[config.mk]
export PLATFORM = sky130hd
export DESIGN_NAME = partitioned_multi_queue_buffer_unit
export DESIGN_NICKNAME = d
export VERILOG_FILES = /design/src/sv/pmqb_pkg.sv /design/src/sv/pmqb_desc_mem.sv /design/src/sv/pmqb_entry_mem.sv /design/src/sv/partitioned_multi_queue_buffer_unit.sv
export SDC_FILE = /design/constraint.sdc
export NUM_CORES = 2
export LEC_CHECK = 0
export BUFFER_PORTS_ARGS = -buffer_cell sky130_fd_sc_hd__buf_2
export CORE_UTILIZATION = 26
export CTS_BUF_LIST = sky130_fd_sc_hd__clkbuf_4
export DETAILED_ROUTE_END_ITERATION = 10
export PLACE_DENSITY = 0.51
export SLEW_MARGIN = 30
export SYNTH_ARGS = -nofsm -noshare
export SYNTH_HDL_FRONTEND = slang
export SYNTH_SLANG_ARGS = --single-unit
[constraint.sdc]
create_clock -name aclk -period 4.1 [get_ports aclk]
set_clock_uncertainty 0.1 [all_clocks]
set_input_delay 0.82 -clock aclk [delete_from_list [all_inputs] [get_ports aclk]]
set_output_delay 0.82 -clock aclk [all_outputs]
set_load 0.02 [all_outputs]
[src/sv/pmqb_pkg.sv]
`timescale 1ns / 1ps

package pmqb_pkg;

    // default build
    localparam int NUM_QUEUES_DEF  = 4;
    localparam int QUEUE_DEPTH_DEF = 16;
    localparam int DATA_WIDTH_DEF  = 32;

    // fixed field widths on the stream ports
    localparam int VALUE_W   = 32;
    localparam int QID_W     = 2;
    localparam int STATUS_W  = 2;
    localparam int QID_EXT_W = 8;   // holds any queue count up to 255

    // operation codes carried in s_tuser[0]
    localparam logic MODE_ENQ = 1'b0;
    localparam logic MODE_DEQ = 1'b1;

    typedef enum logic [STATUS_W-1:0] {
        STATUS_OK    = 2'd0,
        STATUS_EMPTY = 2'd1,
        STATUS_FULL  = 2'd2
    } status_t;

    typedef enum logic [1:0] {
        ST_IDLE,    // waiting for a word
        ST_DESC,    // descriptor read data valid, update issued
        ST_READ,    // entry read data valid
        ST_RES      // result waits for the output register
    } state_t;

endpackage

[src/sv/pmqb_desc_mem.sv]
`timescale 1ns / 1ps

// Queue descriptor store {count, tail, head}; per-entry valid bits make an
// unwritten descriptor read as all zero after reset.
module pmqb_desc_mem #(
    parameter int DEPTH = 4,
    parameter int WIDTH = 13,
    parameter int AW    = (DEPTH > 1) ? $clog2(DEPTH) : 1
) (
    input  logic             aclk,
    input  logic             aresetn,
    input  logic             rd_en,
    input  logic [AW-1:0]    rd_addr,
    output logic [WIDTH-1:0] rd_data,
    input  logic             wr_en,
    input  logic [AW-1:0]    wr_addr,
    input  logic [WIDTH-1:0] wr_data
);

    logic [WIDTH-1:0] mem [DEPTH];
    logic [DEPTH-1:0] valid_reg;
    logic [WIDTH-1:0] rd_data_reg;

    always_ff @(posedge aclk) begin
        if (wr_en) begin
            mem[wr_addr] <= wr_data;
        end
    end

    always_ff @(posedge aclk) begin
        if (!aresetn) begin
            valid_reg <= '0;
        end else if (wr_en) begin
            valid_reg[wr_addr] <= 1'b1;
        end
    end

    always_ff @(posedge aclk) begin
        if (rd_en) begin
            rd_data_reg <= valid_reg[rd_addr] ? mem[rd_addr] : '0;
        end
    end

    assign rd_data = rd_data_reg;

endmodule

[src/sv/pmqb_entry_mem.sv]
`timescale 1ns / 1ps

// Shared entry store, one port, registered read.
module pmqb_entry_mem #(
    parameter int DEPTH = 64,
    parameter int WIDTH = 32,
    parameter int AW    = (DEPTH > 1) ? $clog2(DEPTH) : 1
) (
    input  logic             aclk,
    input  logic             rd_en,
    input  logic             wr_en,
    input  logic [AW-1:0]    addr,
    input  logic [WIDTH-1:0] wr_data,
    output logic [WIDTH-1:0] rd_data
);

    logic [WIDTH-1:0] mem [DEPTH];
    logic [WIDTH-1:0] rd_data_reg;

    always_ff @(posedge aclk) begin
        if (wr_en) begin
            mem[addr] <= wr_data;
        end
    end

    always_ff @(posedge aclk) begin
        if (rd_en) begin
            rd_data_reg <= mem[addr];
        end
    end

    assign rd_data = rd_data_reg;

endmodule

[src/sv/partitioned_multi_queue_buffer_unit.sv]
`timescale 1ns / 1ps
// Flow: a word is accepted in ST_IDLE and its descriptor read; in ST_DESC the descriptor is
//   updated and, on success, the entry memory written (enqueue) or read (dequeue, whose data
//   is valid in ST_READ); the result then waits in ST_RES until the output register is free.
// A new word is accepted only in ST_IDLE, after the previous result has left ST_RES.
// The result sits in an output register; the next word is taken while it waits.
// Reset (aresetn low, synchronous): FSM idle, output empty, all queue
//   descriptors read as empty. Entry store contents are not cleared.
module partitioned_multi_queue_buffer_unit
    import pmqb_pkg::*;
#(
    parameter int NUM_QUEUES  = NUM_QUEUES_DEF,
    parameter int QUEUE_DEPTH = QUEUE_DEPTH_DEF,
    parameter int DATA_WIDTH  = DATA_WIDTH_DEF
) (
    input  logic                aclk,
    input  logic                aresetn,
    input  logic                s_tvalid,
    output logic                s_tready,
    input  logic [VALUE_W-1:0]  s_tdata,    // [31:0] value
    input  logic [7:0]          s_tuser,    // [0] mode, [2:1] queue_id, [7:3] zero
    output logic                m_tvalid,
    input  logic                m_tready,
    output logic [VALUE_W-1:0]  m_tdata,    // [31:0] value_out
    output logic [7:0]          m_tuser     // [1:0] status, [7:2] zero
);

    localparam int QW     = (NUM_QUEUES > 1) ? $clog2(NUM_QUEUES) : 1;
    localparam int PW     = $clog2(QUEUE_DEPTH);
    localparam int CW     = $clog2(QUEUE_DEPTH + 1);
    localparam int DDW    = 2 * PW + CW;
    localparam int EDEPTH = NUM_QUEUES * QUEUE_DEPTH;
    localparam int EAW    = $clog2(EDEPTH);

    localparam logic [PW-1:0]        PTR_LAST  = PW'(QUEUE_DEPTH - 1);
    localparam logic [CW-1:0]        CNT_FULL  = CW'(QUEUE_DEPTH);
    localparam logic [EAW-1:0]       PART_SIZE = EAW'(QUEUE_DEPTH);
    localparam logic [QID_EXT_W-1:0] NQ_LIM    = QID_EXT_W'(NUM_QUEUES);

    state_t state_reg, state_next;

    // input word decode
    logic                 in_accept;
    logic                 s_mode;
    logic [QID_W-1:0]     s_qid;
    logic [QID_EXT_W-1:0] qid_ext;
    logic                 in_range;
    logic [QW-1:0]        desc_raddr;

    // latched word
    logic               mode_reg;
    logic [QW-1:0]      qidx_reg;
    logic               range_reg;
    logic [VALUE_W-1:0] value_reg;

    // descriptor path
    logic [DDW-1:0] desc_rdata;
    logic [DDW-1:0] desc_wdata;
    logic           desc_we;
    logic [PW-1:0]  head, tail, head_new, tail_new;
    logic [CW-1:0]  count, count_new;
    logic           deq_ok, enq_ok;
    logic [EAW-1:0] part_base, head_slot, tail_slot;

    // entry path
    logic                  ent_we, ent_re;
    logic [EAW-1:0]        ent_addr;
    logic [63:0]           val_ext;
    logic [DATA_WIDTH-1:0] ent_wdata, ent_rdata;
    logic [VALUE_W-1:0]    rd_ext;

    // result
    status_t            status_reg;
    logic               deq_ok_reg;
    logic [VALUE_W-1:0] res_value;
    logic               out_free;
    logic               out_load;
    logic               m_tvalid_reg;
    logic [VALUE_W-1:0] m_data_reg;
    status_t            m_status_reg;

    assign in_accept  = s_tvalid & s_tready;
    assign s_mode     = s_tuser[0];
    assign s_qid      = s_tuser[2:1];
    assign qid_ext    = QID_EXT_W'(s_qid);
    assign in_range   = (qid_ext < NQ_LIM);
    assign desc_raddr = in_range ? qid_ext[QW-1:0] : '0;

    always_ff @(posedge aclk) begin
        if (in_accept) begin
            mode_reg  <= s_mode;
            qidx_reg  <= desc_raddr;
            range_reg <= in_range;
            value_reg <= s_tdata;
        end
    end

    pmqb_desc_mem #(
        .DEPTH (NUM_QUEUES),
        .WIDTH (DDW),
        .AW    (QW)
    ) u_desc (
        .aclk    (aclk),
        .aresetn (aresetn),
        .rd_en   (in_accept),
        .rd_addr (desc_raddr),
        .rd_data (desc_rdata),
        .wr_en   (desc_we),
        .wr_addr (qidx_reg),
        .wr_data (desc_wdata)
    );

    // descriptor fields, valid in ST_DESC
    assign head  = desc_rdata[PW-1:0];
    assign tail  = desc_rdata[2*PW-1:PW];
    assign count = desc_rdata[DDW-1:2*PW];

    // out-of-range queue ids never succeed: empty on dequeue, full on enqueue
    assign deq_ok = range_reg && (mode_reg == MODE_DEQ) && (count != '0);
    assign enq_ok = range_reg && (mode_reg == MODE_ENQ) && (count != CNT_FULL);

    assign head_new  = deq_ok ? ((head == PTR_LAST) ? '0 : head + 1'b1) : head;
    assign tail_new  = enq_ok ? ((tail == PTR_LAST) ? '0 : tail + 1'b1) : tail;
    assign count_new = deq_ok ? count - 1'b1 : count + 1'b1;

    assign desc_we    = (state_reg == ST_DESC) && (deq_ok || enq_ok);
    assign desc_wdata = {count_new, tail_new, head_new};

    // partition base plus in-partition pointer
    assign part_base = EAW'(qidx_reg) * PART_SIZE;
    assign head_slot = part_base + EAW'(head);
    assign tail_slot = part_base + EAW'(tail);

    assign ent_we    = (state_reg == ST_DESC) && enq_ok;
    assign ent_re    = (state_reg == ST_DESC) && deq_ok;
    assign ent_addr  = (mode_reg == MODE_DEQ) ? head_slot : tail_slot;
    assign val_ext   = 64'(value_reg);
    assign ent_wdata = val_ext[DATA_WIDTH-1:0];

    pmqb_entry_mem #(
        .DEPTH (EDEPTH),
        .WIDTH (DATA_WIDTH),
        .AW    (EAW)
    ) u_entry (
        .aclk    (aclk),
        .rd_en   (ent_re),
        .wr_en   (ent_we),
        .addr    (ent_addr),
        .wr_data (ent_wdata),
        .rd_data (ent_rdata)
    );

    // stored bits sign-extended (or truncated, if wider) to the 32-bit result field
    generate
        if (DATA_WIDTH >= VALUE_W) begin : g_rd_trunc
            assign rd_ext = ent_rdata[VALUE_W-1:0];
        end else begin : g_rd_sext
            assign rd_ext = {{(VALUE_W - DATA_WIDTH){ent_rdata[DATA_WIDTH-1]}}, ent_rdata};
        end
    endgenerate

    always_ff @(posedge aclk) begin
        if (state_reg == ST_DESC) begin
            deq_ok_reg <= deq_ok;
            if (mode_reg == MODE_DEQ) begin
                status_reg <= deq_ok ? STATUS_OK : STATUS_EMPTY;
            end else begin
                status_reg <= enq_ok ? STATUS_OK : STATUS_FULL;
            end
        end
    end

    assign res_value = deq_ok_reg ? rd_ext : '0;
    assign out_free  = !m_tvalid_reg || m_tready;

    // control FSM
    always_ff @(posedge aclk) begin
        if (!aresetn) begin
            state_reg <= ST_IDLE;
        end else begin
            state_reg <= state_next;
        end
    end

    always_comb begin
        state_next = state_reg;
        s_tready   = 1'b0;
        out_load   = 1'b0;
        case (state_reg)
            ST_IDLE: begin
                s_tready = 1'b1;
                if (s_tvalid) begin
                    state_next = ST_DESC;
                end
            end
            ST_DESC: begin
                state_next = deq_ok ? ST_READ : ST_RES;
            end
            ST_READ: begin
                state_next = ST_RES;
            end
            ST_RES: begin
                if (out_free) begin
                    out_load   = 1'b1;
                    state_next = ST_IDLE;
                end
            end
            default: begin
                state_next = ST_IDLE;
            end
        endcase
    end

    // output register
    always_ff @(posedge aclk) begin
        if (!aresetn) begin
            m_tvalid_reg <= 1'b0;
        end else if (out_load) begin
            m_tvalid_reg <= 1'b1;
        end else if (m_tready) begin
            m_tvalid_reg <= 1'b0;
        end
    end

    always_ff @(posedge aclk) begin
        if (out_load) begin
            m_data_reg   <= res_value;
            m_status_reg <= status_reg;
        end
    end

    assign m_tvalid = m_tvalid_reg;
    assign m_tdata  = m_data_reg;
    assign m_tuser  = {6'b0, m_status_reg};

    // a non-ok result never carries data
    assert property (@(posedge aclk) disable iff (!aresetn)
        (m_tvalid && (m_tuser[1:0] != STATUS_OK)) |-> (m_tdata == '0))
        else $error("non-ok result with nonzero data");

    // a descriptor never reports more entries than a partition holds
    assert property (@(posedge aclk) disable iff (!aresetn)
        (state_reg == ST_DESC) |-> (count <= CNT_FULL))
        else $error("queue occupancy above depth");

    // entry memory is touched only during the descriptor update, for the matching op
    assert property (@(posedge aclk) disable iff (!aresetn)
        (ent_we || ent_re) |-> ((state_reg == ST_DESC) && range_reg && desc_we))
        else $error("entry access outside descriptor update");

    // a word taken moves the FSM to ST_DESC, where s_tready is low and no new word is taken
    assert property (@(posedge aclk) disable iff (!aresetn)
        in_accept |=> (state_reg == ST_DESC) && !s_tready)
        else $error("word accepted while busy");

endmodule

# After elaboration in Yosys (flattened, before gate mapping)
# Memory sizes are Yosys's and may differ from the RTL's. A register that Yosys moved wholly into a read port is not among the register bits.
# Index checks and enable logic that the tools add are counted.
# totals
ram_bits,2100
memories,2
in_bits,44
output_inout_bits,42
regBits,80
# classes
muxes,27
order_cmp,4
reduce_logical,16
add_sub_neg,6
n_eq_ne,8
n_bitwise,3
# memory_table
name,depth,width,rd,rd_ports_with_merged_regs,wr,line_no,source
u_entry.mem,64,32,1,1,1,pmqb_entry_mem.sv:17,logic [WIDTH-1:0] mem [DEPTH];
u_desc.mem,4,13,1,1,1,pmqb_desc_mem.sv:20,logic [WIDTH-1:0] mem [DEPTH];
# op_table
op,n
4-bit two-way mux,4
1-bit two-way mux,13
6-bit by 4-bit adder with 6-bit output,2
2-bit two-way mux,5
2-bit by 3-bit < comparator with 1-bit output (second input constant),3
4-bit by 1-bit adder with 4-bit output (second input constant),2
4-bit equality test (second input constant),2
1-bit logical AND,8
2-bit one-hot mux with 4 select lines,1
6-bit two-way mux,1
5-bit by 1-bit adder with 5-bit output (second input constant),1
5-bit two-way mux,1
5-bit != test (second input constant),1
5-bit nonzero test,1
5-bit by 1-bit subtractor with 5-bit output (second input constant),1
2-bit equality test (second input constant),2
2-bit != test (second input constant),2
4-bit OR,1
1-bit binary-select mux with 2-bit select,1
1-bit demux with 2-bit select,1
2-bit by 1-bit equality test with 1-bit output (second input constant),1
2-bit by 1-bit >= comparator with 1-bit output (second input constant),1
1-bit logical NOT,2
2-bit logical NOT,1
5 further kinds,6

# Depth between registers and ports, before layout
# depth
word_depth,7
depth_mapped,12
ltp_nobuf,8

# Modules after synthesis
# From an unflattened synthesis, not the netlist that was laid out.
# unflattened
cells_unflattened,4540
hier_area_um2,84853.9
# by_module_without_submodules
module,instances,area_each_um2,cells_each
pmqb_entry_mem,1,79248.5,4239
partitioned_multi_queue_buffer_unit,1,3044.2,193
pmqb_desc_mem,1,2561.2,108

# Worst setup path before layout
# No wires, ideal clock.
# synth_timing
path_kind,reg2reg
start,register mode_reg
end,"memory u_entry.mem[16][0], enable pin"
setup_time_ns,0.421
path_stages_with_launch,8
arrival_time_ns,3.024
n_path_buf,3
required_ns,3.579
synth_period_minus_slack_ns,3.546
slack_ns,0.554
path_cell_list,edfxtp_1 > buf_4 > buf_6 > buf_4 > mux2_2 > nor2_1 > nand2_1 > nor2_1
# synth_via
elab_chain_cells,6
# synth_rtl
item,line_no,source
start: declaration,partitioned_multi_queue_buffer_unit.sv:51,logic mode_reg;
start signal: assignment,partitioned_multi_queue_buffer_unit.sv:91,mode_reg <= s_mode;
1-bit inverter,partitioned_multi_queue_buffer_unit.sv:120,assign enq_ok = range_reg && (mode_reg == MODE_ENQ) && (count != CNT_FULL);
1-bit logical AND (2 in series),partitioned_multi_queue_buffer_unit.sv:120,
1-bit logical AND,partitioned_multi_queue_buffer_unit.sv:134,assign ent_we = (state_reg == ST_DESC) && enq_ok;
1-bit two-way mux,pmqb_entry_mem.sv:21,if (wr_en) begin
1-bit two-way mux (implied by the code),pmqb_entry_mem.sv:22,mem[addr] <= wr_data;
end: declaration,pmqb_entry_mem.sv:17,
# Several ways; a longest one is shown, not always the timed one.

# Worst setup path in the final report
# layout_timing
start,"register u_desc.rd_data_reg[2], in the netlist u_desc.rd_data[2], read port of u_desc.mem"
end,"register u_entry.rd_data_reg[31], in the netlist u_entry.rd_data[31], read port of u_entry.mem (data pin)"
# layout_via
elab_chain_cells,2
# layout_rtl
item,line_no,source
start: declaration,pmqb_desc_mem.sv:22,logic [WIDTH-1:0] rd_data_reg;
6-bit by 4-bit adder with 6-bit output,partitioned_multi_queue_buffer_unit.sv:131,assign head_slot = part_base + EAW'(head);
6-bit two-way mux,partitioned_multi_queue_buffer_unit.sv:136,assign ent_addr = (mode_reg == MODE_DEQ) ? head_slot : tail_slot;
end: declaration,pmqb_entry_mem.sv:18,logic [WIDTH-1:0] rd_data_reg;
# Every way passes these cells.
# A chain may end at the register's enable or synchronous reset.

==> flow_summary.json <==
{
  "synthesis.area_um2": 82100,
  "cp-start-kind": "flip-flop",
  "hold_violations": 0,
  "die_w_um": 564,
  "pwr_density_cell_nw_per_um2": 573,
  "cts_buffer_depth": 4,
  "path_class": "flip-flop to flip-flop",
  "crit_path_max_fanout": 21,
  "wire_per_inst_um": 25.7,
  "slew_headroom_pct": 35.2,
  "syn_avg_cell_area_um2": 17.8,
  "rsz0062_at_grt": "no",
  "grt_pass1_wl_um": 351000,
  "drive_above_1_share_pct": 24.2,
  "coreArea_um2": 313000,
  "grt_pass1_vias": 48700,
  "reg2reg_depth": 8,
  "largest_reg_flops": 2048,
  "area_delta_synth_final_pct": 18.3,
  "synthArstFlopShare_pct": 0,
  "period_share_pct": 86.7,
  "synth_ff_type": "edfxtp_1",
  "end_kind": "flip-flop",
  "grt_use_total_pct": 15.2,
  "numCtsBuffers": 563,
  "fin_nets": 5300,
  "cts_root_buf": "clkbuf_4",
  "grt_max_degree": 118,
  "postCtsResizedCells": 0,
  "dp_slack_ns": 0.554,
  "critPathArrivalTime_ns": 4.53,
  "vias": 48800,
  "die_h_um": 564,
  "status": "finished, final reports clean",
  "ys_types": 53,
  "finalWorstSetupSlack_ns": 0.544,
  "worstHoldPathCells": 1,
  "detail-route-antenna-nets": 0,
  "hold_path.class": "input pin to flip-flop",
  "ys_ff_latch": 2224,
  "ir_worst_vdd_uv": 330,
  "worstPathRequired_ns": 5.07,
  "rows": 205,
  "setup_tns_ns": 0,
  "viasPerCell": 5.03,
  "ys_warn_count": 0,
  "synth_top_area_share_pct": 81.1,
  "path_clk_slew_ns": 0.07,
  "fin_crit_ns": 3.56,
  "clk_latency_ns": 1.20,
  "setup_viol": 0,
  "synthMostInstantiatedCell": "edfxtp_1",
  "max-cap-violations": 0,
  "port_buffers": 74,
  "antenna_found_initial": 15,
  "max_freq_ghz": 0.281,
  "start_util_pct": 26.2,
  "hpwl_um": 136000,
  "dr.first_iter.drc_count": 5404,
  "synth_area_leaders": "edfxtp_1, a22oi_1, o21ai_0, and4_1, a31oi_1",
  "yosys-top-cells-count": "edfxtp_1, a22oi_1, o21ai_0, clkbuf_1, and4_1",
  "io_pins": 86,
  "synthCells": 4610,
  "dieArea_um2": 318000,
  "gp_congestion": 0.783,
  "ys_seq_area_share_pct": 81.3,
  "tightest_slew_ns": 0.959,
  "wirelength_um": 250000,
  "largest_register": "u_entry.mem",
  "drc": 0,
  "power.leakage_uw": 0.0294,
  "slew_viol_final": 0,
  "firstDrtPassIters": 5,
  "grt_overflow": 0,
  "reg_top3": "u_entry.mem: 2048 flops, u_desc.mem: 52 flops",
  "cts_tree": "built",
  "synth-edff-count": 2217,
  "yosys.area.top_type": "edfxtp_1",
  "cts_max_level": 6,
  "cts_sinks": 2224
}
==> where the power goes <==
group / leakage [uW] / switching, uW / internal (uW)
logic: 0.00542 / 7230 / 2870
registers: 0.0200 / 326 / 26900
clock network: 0.00399 / 8710 / 9580
total: 0.0294 / 16300 / 39400
==> final cells by class <==
type / instances / area [um2]
multi-input cells: 2053 / 14500
clock inverters: 108 / 821
diodes: 5 / 12.5
clock buffers: 782 / 5870
well taps: 4140 / 5180
repair buffers: 400 / 3950
inverters: 7 / 26.3
flip-flops and latches: 2224 / 66700
fillers: 30700 / 216000
==> kinds of logic (layout without fill, tap and decap cells) <==
group / Yosys count / count (layout) / share of synthesized area (%)
fa+ha+maj: 7 / 7 / 0.107
simple gates: 472 / 472 / 3.55
buf+inv: 338 / 1297 / 1.88
other cells: 1 / 11 / 0.00457
compound gates: 1527 / 1527 / 12.5
flops: 2224 / 2224 / 81.3
mux: 35 / 35 / 0.653
xor+xnor: 6 / 6 / 0.0640
==> per-layer routing <==
metal	routed length (um)	part of all wire (%)	GRT usage, %	up-vias
met5	153	0.061	0.313	-
met4	4010	1.6	3.69	4
met3	22300	8.9	3.79	316
met2	113000	45	23.3	2283
met1	111000	44	21.6	25500
li1	-	-	-	20700
==> through the flow <==
step                instance area (um2)  utilization, %  power (uW)  hold slack (ns)  std cells
CTS                               97000            31.0       56000           0.0219       9714
finish                            97000            31.0       55600            0.125       9719
global placement                  90000            28.7       37600            0.319       8787
detailed placement                90000            28.8       37700            0.313       8787
global route                      97000            31.0       57800           0.0878       9717
floorplan                         82100               -       32700            0.300       4615
==> worst paths after layout <==
path | start | endpoint | slack (ns)
max | u_desc.rd_data[2] | u_entry.rd_data[31] | 0.54
min | s_tuser[1] | qidx_reg[0] | 0.12
max reg2reg | u_desc.rd_data[2] | u_entry.rd_data[31] | 0.54
min reg2reg | status_reg[0] | m_status_reg[0] | 0.35
==> critical path, stage by stage (launching register included) <==
cell and delay, ns:
edfxtp_1 0.77, nor4bb_1 0.56, or2_4 0.43, buf_12 0.28, buf_12 0.21, a22oi_1 0.08
a31oi_1 0.63, nor4_1 0.25, nand4_1 0.17
==> cells in the final DEF, fill, tap and decap left out, drive strengths merged, types with 8 or more instances in the layout <==
cell	Yosys	routed
a21oi	39	39
a221oi	24	24
a222oi	15	15
a22o	60	60
a22oi	678	678
a31o	24	24
a31oi	114	114
a41oi	48	48
and2	35	35
and4	117	117
buf	148	363
bufinv	0	14
clkbuf	183	782
clkinv	0	71
clkinvlp	0	8
dlygate4sd3	0	37
edfxtp	2217	2217
inv	7	22
mux2	18	18
mux4	13	13
nand2	81	81
nand3	21	21
nand4	47	47
nor2	84	84
nor2b	17	17
nor4	34	34
o21ai	496	496
o31ai	19	19
or2	9	9
==> repair_timing <==
item / in CTS / in global routing
hold endpoints to repair: 41 / 0
setup buffers: 0 / 0
hold buffers: 37 / 0
Note: power is estimated with default switching activity, not from simulation.
